==> src/sv/md4_pkg.sv <==
// ----------------------------------------------------------------------------
// md4_pkg
// Item types, initial vector and step tables for the MD4 hash engine.
// ----------------------------------------------------------------------------
package md4_pkg;

    typedef struct packed {
        logic [7:0] data_byte;
        logic       has_byte;
        logic       end_of_message;
    } t_in_item;

    typedef struct packed {
        logic [31:0] digest_word;
        logic [1:0]  word_index;
        logic        last_word;
    } t_out_item;

    localparam int STEPS = 48;

    localparam logic [31:0] IV [4] = '{
        32'h67452301, 32'hefcdab89, 32'h98badcfe, 32'h10325476
    };

    localparam logic [31:0] K_G = 32'h5a827999;
    localparam logic [31:0] K_H = 32'h6ed9eba1;

    localparam logic [3:0] WORD_ORDER [STEPS] = '{
        4'd0, 4'd1, 4'd2, 4'd3, 4'd4, 4'd5, 4'd6, 4'd7,
        4'd8, 4'd9, 4'd10, 4'd11, 4'd12, 4'd13, 4'd14, 4'd15,
        4'd0, 4'd4, 4'd8, 4'd12, 4'd1, 4'd5, 4'd9, 4'd13,
        4'd2, 4'd6, 4'd10, 4'd14, 4'd3, 4'd7, 4'd11, 4'd15,
        4'd0, 4'd8, 4'd4, 4'd12, 4'd2, 4'd10, 4'd6, 4'd14,
        4'd1, 4'd9, 4'd5, 4'd13, 4'd3, 4'd11, 4'd7, 4'd15
    };

    localparam logic [4:0] ROT_AMOUNT [12] = '{
        5'd3, 5'd7, 5'd11, 5'd19, 5'd3, 5'd5, 5'd9, 5'd13,
        5'd3, 5'd9, 5'd11, 5'd15
    };

    localparam logic [7:0] PAD_BYTE = 8'h80;

endpackage

==> src/sv/md4_ram.sv <==
// ----------------------------------------------------------------------------
// md4_ram
// Generic simple dual-port RAM, one write and one registered read port.
// ----------------------------------------------------------------------------
module md4_ram #(
    parameter int WIDTH = 32,
    parameter int DEPTH = 16
) (
    input  logic                     i_clk,
    input  logic                     i_we,
    input  logic [$clog2(DEPTH)-1:0] i_waddr,
    input  logic [WIDTH-1:0]         i_wdata,
    input  logic [$clog2(DEPTH)-1:0] i_raddr,
    output logic [WIDTH-1:0]         o_rdata
);

    logic [WIDTH-1:0] r_mem [DEPTH];
    logic [WIDTH-1:0] r_rdata;

    always_ff @(posedge i_clk) begin
        if (i_we) begin
            r_mem[i_waddr] <= i_wdata;
        end
        r_rdata <= r_mem[i_raddr];
    end

    assign o_rdata = r_rdata;

endmodule

==> src/sv/md4_round.sv <==
// ----------------------------------------------------------------------------
// md4_round
// One MD4 step: round function, constant, add and rotate.
// ----------------------------------------------------------------------------
module md4_round (
    input  logic [31:0] i_a,
    input  logic [31:0] i_b,
    input  logic [31:0] i_c,
    input  logic [31:0] i_d,
    input  logic [31:0] i_m,
    input  logic [5:0]  i_step,
    output logic [31:0] o_a_new
);

    logic [31:0] f;
    logic [31:0] k;
    logic [31:0] sum;
    logic [4:0]  s;
    logic [3:0]  rot_idx;

    always_comb begin
        case (i_step[5:4])
            2'd0: begin
                f = (i_b & i_c) | (~i_b & i_d);
                k = 32'd0;
            end
            2'd1: begin
                f = (i_b & i_c) | (i_b & i_d) | (i_c & i_d);
                k = md4_pkg::K_G;
            end
            default: begin
                f = i_b ^ i_c ^ i_d;
                k = md4_pkg::K_H;
            end
        endcase
    end

    assign rot_idx = {i_step[5:4], i_step[1:0]};
    assign s       = md4_pkg::ROT_AMOUNT[rot_idx];
    assign sum     = i_a + f + i_m + k;
    assign o_a_new = (sum << s) | (sum >> (6'd32 - {1'b0, s}));

endmodule

==> src/sv/md4_hash_engine.sv <==
// ----------------------------------------------------------------------------
// md4_hash_engine
// Streaming MD4 digest: byte buffer RAM, chaining RAM, one step per cycle.
// ----------------------------------------------------------------------------
// One message byte is taken per item in a cycle; every fourth byte is written
// as a little-endian word to a 16x32 block RAM. A full block stalls input while
// the chaining words load from their 4x32 RAM, the 48 compression steps run
// (one per cycle, limited by the single block RAM read port), and the results
// are added back into the chaining RAM. End of message pads the block (up to 16
// word writes), compresses once or twice, and then presents the four digest
// words, word 0 first, before input is taken again.
module md4_hash_engine (
    input  logic                i_clk,
    input  logic                i_rst_n,
    input  logic                i_in_valid,
    output logic                o_in_ready,
    input  md4_pkg::t_in_item   i_in_item,
    output logic                o_out_valid,
    input  logic                i_out_ready,
    output md4_pkg::t_out_item  o_out_item
);

    typedef enum logic [2:0] {
        S_IDLE, S_PAD, S_FILL, S_LOAD, S_STEP, S_ADD, S_OUT
    } t_state;

    t_state      r_state;
    logic [5:0]  r_fill;
    logic [60:0] r_msg;
    logic [31:0] r_acc;
    logic        r_fin;
    logic        r_padded;
    logic        r_lenblk;
    logic [3:0]  r_wi;
    logic [2:0]  r_cnt;
    logic [5:0]  r_step;
    logic [1:0]  r_oi;
    logic [3:0]  r_cv_valid;
    logic [31:0] r_v [4];

    logic        buf_we;
    logic [3:0]  buf_waddr;
    logic [31:0] buf_wdata;
    logic [3:0]  buf_raddr;
    logic [31:0] buf_rdata;
    logic        cv_we;
    logic [31:0] cv_wdata;
    logic [31:0] cv_rdata;
    logic [31:0] cv_eff;
    logic [2:0]  cnt_m1;
    logic [1:0]  cidx;
    logic [31:0] pad_word;
    logic [31:0] fill_word;
    logic [63:0] bit_len;
    logic [31:0] a_new;
    logic [5:0]  step_nx;

    assign bit_len = {r_msg, 3'b000};
    assign cnt_m1  = r_cnt - 3'd1;
    assign cidx    = cnt_m1[1:0];
    assign cv_eff  = r_cv_valid[cidx] ? cv_rdata : md4_pkg::IV[cidx];
    assign step_nx = r_step + 6'd1;

    always_comb begin
        for (int k = 0; k < 4; k++) begin
            if (k[1:0] < r_fill[1:0]) begin
                pad_word[8*k +: 8] = r_acc[8*k +: 8];
            end else if (k[1:0] == r_fill[1:0]) begin
                pad_word[8*k +: 8] = md4_pkg::PAD_BYTE;
            end else begin
                pad_word[8*k +: 8] = 8'd0;
            end
        end
    end

    always_comb begin
        fill_word = 32'd0;
        if (r_lenblk && r_wi == 4'd14) begin
            fill_word = bit_len[31:0];
        end else if (r_lenblk && r_wi == 4'd15) begin
            fill_word = bit_len[63:32];
        end
    end

    always_comb begin
        buf_we    = 1'b0;
        buf_waddr = r_fill[5:2];
        buf_wdata = {i_in_item.data_byte, r_acc[23:0]};
        buf_raddr = 4'd0;
        case (r_state)
            S_IDLE: begin
                buf_we = i_in_valid && i_in_item.has_byte && (r_fill[1:0] == 2'd3);
            end
            S_PAD: begin
                buf_we    = 1'b1;
                buf_wdata = pad_word;
            end
            S_FILL: begin
                buf_we    = 1'b1;
                buf_waddr = r_wi;
                buf_wdata = fill_word;
            end
            S_LOAD: begin
                buf_raddr = md4_pkg::WORD_ORDER[0];
            end
            S_STEP: begin
                if (r_step != 6'(md4_pkg::STEPS - 1)) begin
                    buf_raddr = md4_pkg::WORD_ORDER[step_nx];
                end
            end
            default: begin
                buf_we = 1'b0;
            end
        endcase
    end

    assign cv_we    = (r_state == S_ADD) && (r_cnt != 3'd0);
    assign cv_wdata = cv_eff + r_v[cidx];

    md4_ram #(.WIDTH(32), .DEPTH(16)) u_buf (
        .i_clk   (i_clk),
        .i_we    (buf_we),
        .i_waddr (buf_waddr),
        .i_wdata (buf_wdata),
        .i_raddr (buf_raddr),
        .o_rdata (buf_rdata)
    );

    md4_ram #(.WIDTH(32), .DEPTH(4)) u_chain (
        .i_clk   (i_clk),
        .i_we    (cv_we),
        .i_waddr (cidx),
        .i_wdata (cv_wdata),
        .i_raddr (r_cnt[1:0]),
        .o_rdata (cv_rdata)
    );

    md4_round u_round (
        .i_a     (r_v[0]),
        .i_b     (r_v[1]),
        .i_c     (r_v[2]),
        .i_d     (r_v[3]),
        .i_m     (buf_rdata),
        .i_step  (r_step),
        .o_a_new (a_new)
    );

    always_ff @(posedge i_clk) begin
        if (!i_rst_n) begin
            r_state    <= S_IDLE;
            r_fill     <= '0;
            r_msg      <= '0;
            r_fin      <= 1'b0;
            r_padded   <= 1'b0;
            r_lenblk   <= 1'b0;
            r_wi       <= '0;
            r_cnt      <= '0;
            r_step     <= '0;
            r_oi       <= '0;
            r_cv_valid <= '0;
        end else begin
            case (r_state)
                S_IDLE: begin
                    if (i_in_valid) begin
                        if (i_in_item.has_byte) begin
                            r_acc[8*r_fill[1:0] +: 8] <= i_in_item.data_byte;
                            r_msg <= r_msg + 61'd1;
                            if (r_fill == 6'd63) begin
                                r_fill  <= '0;
                                r_fin   <= i_in_item.end_of_message;
                                r_cnt   <= '0;
                                r_state <= S_LOAD;
                            end else begin
                                r_fill <= r_fill + 6'd1;
                                if (i_in_item.end_of_message) begin
                                    r_fin   <= 1'b1;
                                    r_state <= S_PAD;
                                end
                            end
                        end else if (i_in_item.end_of_message) begin
                            r_fin   <= 1'b1;
                            r_state <= S_PAD;
                        end
                    end
                end
                S_PAD: begin
                    r_padded <= 1'b1;
                    r_lenblk <= (r_fill < 6'd56);
                    if (r_fill[5:2] == 4'd15) begin
                        r_cnt   <= '0;
                        r_state <= S_LOAD;
                    end else begin
                        r_wi    <= r_fill[5:2] + 4'd1;
                        r_state <= S_FILL;
                    end
                end
                S_FILL: begin
                    if (r_wi == 4'd15) begin
                        r_cnt   <= '0;
                        r_state <= S_LOAD;
                    end else begin
                        r_wi <= r_wi + 4'd1;
                    end
                end
                S_LOAD: begin
                    if (r_cnt != 3'd0) begin
                        r_v[cidx] <= cv_eff;
                    end
                    if (r_cnt == 3'd4) begin
                        r_step  <= '0;
                        r_state <= S_STEP;
                    end else begin
                        r_cnt <= r_cnt + 3'd1;
                    end
                end
                S_STEP: begin
                    // rotate so the word being updated is always in slot 0
                    r_v[0] <= r_v[3];
                    r_v[1] <= a_new;
                    r_v[2] <= r_v[1];
                    r_v[3] <= r_v[2];
                    if (r_step == 6'(md4_pkg::STEPS - 1)) begin
                        r_cnt   <= '0;
                        r_state <= S_ADD;
                    end else begin
                        r_step <= step_nx;
                    end
                end
                S_ADD: begin
                    if (r_cnt != 3'd0) begin
                        r_v[cidx] <= cv_wdata;
                    end
                    if (r_cnt == 3'd4) begin
                        r_cv_valid <= 4'hf;
                        if (!r_fin) begin
                            r_state <= S_IDLE;
                        end else if (!r_padded) begin
                            r_state <= S_PAD;
                        end else if (r_lenblk) begin
                            r_oi    <= '0;
                            r_state <= S_OUT;
                        end else begin
                            r_lenblk <= 1'b1;
                            r_wi     <= '0;
                            r_state  <= S_FILL;
                        end
                    end else begin
                        r_cnt <= r_cnt + 3'd1;
                    end
                end
                S_OUT: begin
                    if (i_out_ready) begin
                        r_oi <= r_oi + 2'd1;
                        if (r_oi == 2'd3) begin
                            r_cv_valid <= '0;
                            r_fill     <= '0;
                            r_msg      <= '0;
                            r_fin      <= 1'b0;
                            r_padded   <= 1'b0;
                            r_lenblk   <= 1'b0;
                            r_state    <= S_IDLE;
                        end
                    end
                end
                default: begin
                    r_state <= S_IDLE;
                end
            endcase
        end
    end

    assign o_in_ready              = (r_state == S_IDLE);
    assign o_out_valid             = (r_state == S_OUT);
    assign o_out_item.digest_word  = r_v[r_oi];
    assign o_out_item.word_index   = r_oi;
    assign o_out_item.last_word    = (r_oi == 2'd3);

endmodule

==> config.mk <==
export PLATFORM = sky130hd
export DESIGN_NAME = md4_hash_engine
export DESIGN_NICKNAME = d
export VERILOG_FILES = /design/src/sv/md4_pkg.sv /design/src/sv/md4_ram.sv /design/src/sv/md4_round.sv /design/src/sv/md4_hash_engine.sv
export SDC_FILE = /design/constraint.sdc
export NUM_CORES = 2
export LEC_CHECK = 0
export BUFFER_PORTS_ARGS = -buffer_cell sky130_fd_sc_hd__buf_2
export CORE_MARGIN = 3
export CORE_UTILIZATION = 30
export DETAILED_ROUTE_END_ITERATION = 10
export PLACE_DENSITY = 0.46
export SYNTH_ARGS = -nofsm -noshare
export SYNTH_HDL_FRONTEND = slang
export SYNTH_SLANG_ARGS = --single-unit
==> constraint.sdc <==
create_clock -name i_clk -period 6.5 [get_ports i_clk]
set_input_delay 0.325 -clock i_clk [delete_from_list [all_inputs] [get_ports i_clk]]
set_output_delay 0.325 -clock i_clk [all_outputs]
set_load 0.005 [all_outputs]
==> qor.yml <==
drive_gt1_frac: 0.1189
antenna_found_initial: 4
place_ws_ns: 0.6643
cts_made_buffers: 102
setup_violations: 0
clock_tree.buffer_depth: 3
leakage_nw: 19.11
synth.area.top_cells: "edfxtp_1 49%, dfxtp_1 6.4%, mux4_2 4.5%"
num_rows: 146
wire_per_inst_um: 23.70
swShare: 0.2569
cts_tree: "built"
ios: 51
slew_viol_final: 0
grt_max_degree: 127
synth_nets: 4323
fill_cells: 15720
dp.final_hpwl_mm: 103.2
io_buffer_count: 50
arrival_ns: 6.52
fin_ws_ns: 0.4625
status: "finished clean"
cts-htree-levels: 3
final_cells: 6402
vias_per_cell: 5.182
syn-cell-area_sq_um: 48230
syn_inst: 4132
fin_tns_setup_ns: 0
slew_headroom: 0.2260
fin_crit_ns: 6.037
cts.clk_slew.worst_paths_ns: 0.07
place_area_sq_um: 51530
gp_congestion: 0.8996
clock.fmax_mhz: 165.6
placed_cells: 6198
synth_top_area_share: 0.4932
timing.final.crit_share: 0.9288
final_area_sq_um: 55060
drc: 0
via_count: 33170
coreArea_sq_um: 159100
ys_async_sr_fraction: 0
first_global_vias: 32460
yosysTopAreaCell: "edfxtp_1"
fin_nets: 4358
power_density_nw_per_um2: 258.8
die_y_um: 406.9
fin_skew_ns: 0.06470
synth_ff_type: "edfxtp_1"
p_clk_frac: 0.418
p_seq_frac: 0.472
rsz0062_at_grt: "false"
hold_path_class: "input port to register"
synth_seq_cells: 947
routed_wl_mm: 151.7
power_switching_w: 0.003660
synth_area_per_cell_sq_um: 11.67
critPathRequiredTime_ns: 6.98
start_util: 0.3031
synth_sequential_area_ratio: 0.5575
comb_power_share: 0.110
drt-initial-drc-count: 2517
ir_worst_vdd_mv: 0.2255
overflow: 0
yosysMostFrequentCell: "edfxtp_1"
area_growth_pct: 14.16
cts_sinks: 947
grt_usage: 0.1810
cp_max_fo: 10
crit_path_start_kind: "register"
ys_types: 83
die_area_sq_um: 165600
grt_pass1_wl_mm: 223.1
cp-end-kind: "register"
critPathKind: "register to register"
internal_power_w: 0.01059
final_antenna_net_count: 0
drv_cap: 0
tightest_slew_ns: 1.158
clk_latency_ns: 0.75
die_x_um: 406.9
synthTopCellsByCount: "792 x edfxtp_1, 478 x nand2_1, 229 x nor2_1"
first_pass_iters: 5
finalPower_w: 0.01425
cts-root-buf: "clkbuf_16"
finalHoldViolCount: 0
ys_warn_count: 0
synth_edf_count: 792
cell usage in the layout (no fill, tap or decap), drive strengths merged, types with 16 or more instances in the layout:
master	count
nand3	57
nand4	30
a31oi	90
edfxtp	792
a21o	90
a311oi	71
nor2	229
clkinv	47
xnor2	61
xor2	52
o21a	22
o21ai	215
nor3	40
a21oi	211
mux4	96
o21bai	16
ha	89
a211oi	221
buf	179
dfxtp	155
and3	29
mux2i	81
and2	177
inv	226
fa	88
o211ai	24
o221ai	18
or3	20
nand2	478
clkbuf	133
critical path, stage by stage (launching register included):
cell and delay (ns):
edfxtp_1 0.49, inv_1 0.11, fa_1 0.39, a211oi_1 0.24, a21oi_1 0.08, fa_1 0.41, fa_1 0.53, inv_1 0.05
ha_1 0.42, a2111oi_2 0.38, o21ai_1 0.21, a211oi_1 0.56, o31ai_1 0.23, mux2_2 0.33, o31ai_1 0.49, nor2_1 0.11
a211oi_1 0.25, a31oi_1 0.16, o221ai_1 0.36
timing repair:
| action | in CTS | in global routing |
|---|---|---|
| gates resized for setup | 0 | 0 |
| setup buffers | 0 | 0 |
| endpoints found under the setup margin | 0 | 0 |
| hold buffers | 11 | 0 |
| hold endpoints to repair | 27 | 0 |
registers in the layout, indices dropped and copies added, names as in the netlist, 24 cells and up, named ones only:
signal	flops
u_chain.o_rdata	32
r_acc	24
r_v	128
u_buf.o_rdata	32
r_msg	61
u_chain.r_mem	128
u_buf.r_mem	512
logic make-up after synthesis:
| group | after synthesis | share of synthesized area |
|---|---|---|
| buffers and inverters | 486 | 0.03811 |
| xor gates and xnor gates | 113 | 0.02052 |
| and+or+nand+nor | 1131 | 0.1096 |
| DFF | 947 | 0.5575 |
| AOI/OAI and AO/OA | 1097 | 0.1521 |
| adders and majority gates | 177 | 0.05962 |
| muxes | 181 | 0.06258 |
area by class of cell:
cell class                 instances  area [sq um]  share of cell area
antenna                            1         2.502          0.00004545
inverter                         227         852.1             0.01548
clock buffer                     133          2739             0.04975
multi-input combinational       2699         19790              0.3594
timing repair buffer             190          1416             0.02573
tap                             2146          2685             0.04877
clock inverter                    59         675.6             0.01227
sequential                       947         26900              0.4886
routing by layer:
| metal | part of all wire | vias up | GRT usage | wire [um] |
|---|---|---|---|---|
| met5 | 0 | - | 0 | 0 |
| met4 | 0.023 | 0 | 0.04315 | 3526 |
| met3 | 0.046 | 165 | 0.02579 | 6999 |
| met2 | 0.48 | 814 | 0.3014 | 72530 |
| met1 | 0.45 | 16710 | 0.2486 | 68670 |
| li1 | - | 15480 | - | - |
through the flow:
stage / hold slack, ns / utilization
6_report: 0.09022 / 0.3460
5_1_grt: 0.1100 / 0.3460
4_1_cts: 0.04261 / 0.3460
3_5_place_dp: 0.4936 / 0.3239
3_3_place_gp: 0.4822 / 0.3239
2_1_floorplan: 0.4657 / -
power groups by stage:
| stage | combinational [W] | clock [W] | sequential [W] |
|---|---|---|---|
| CTS | 0.00156 | 0.00612 | 0.00673 |
| global route | 0.00171 | 0.00634 | 0.00673 |
| finish | 0.00156 | 0.00596 | 0.00673 |
| detailed placement | 0.00154 | 0 | 0.00686 |
| floorplan | 0.00100 | 0 | 0.00684 |
| global placement | 0.00155 | 0 | 0.00686 |
final timing paths:
| path | startpoint | end | slack [ns] | depth (start not counted) |
|---|---|---|---|---|
| hold reg to reg | r_msg[49] | r_msg[49] | 0.51 | 2 |
| setup / recovery | r_v[1][6] | r_v[1][5] | 0.46 | 18 |
| hold / removal | i_rst_n | r_fill[0] | 0.09 | 3 |
| setup reg to reg | r_v[1][6] | r_v[1][5] | 0.46 | 18 |
No activity file was read; power rests on OpenSTA's default activity.
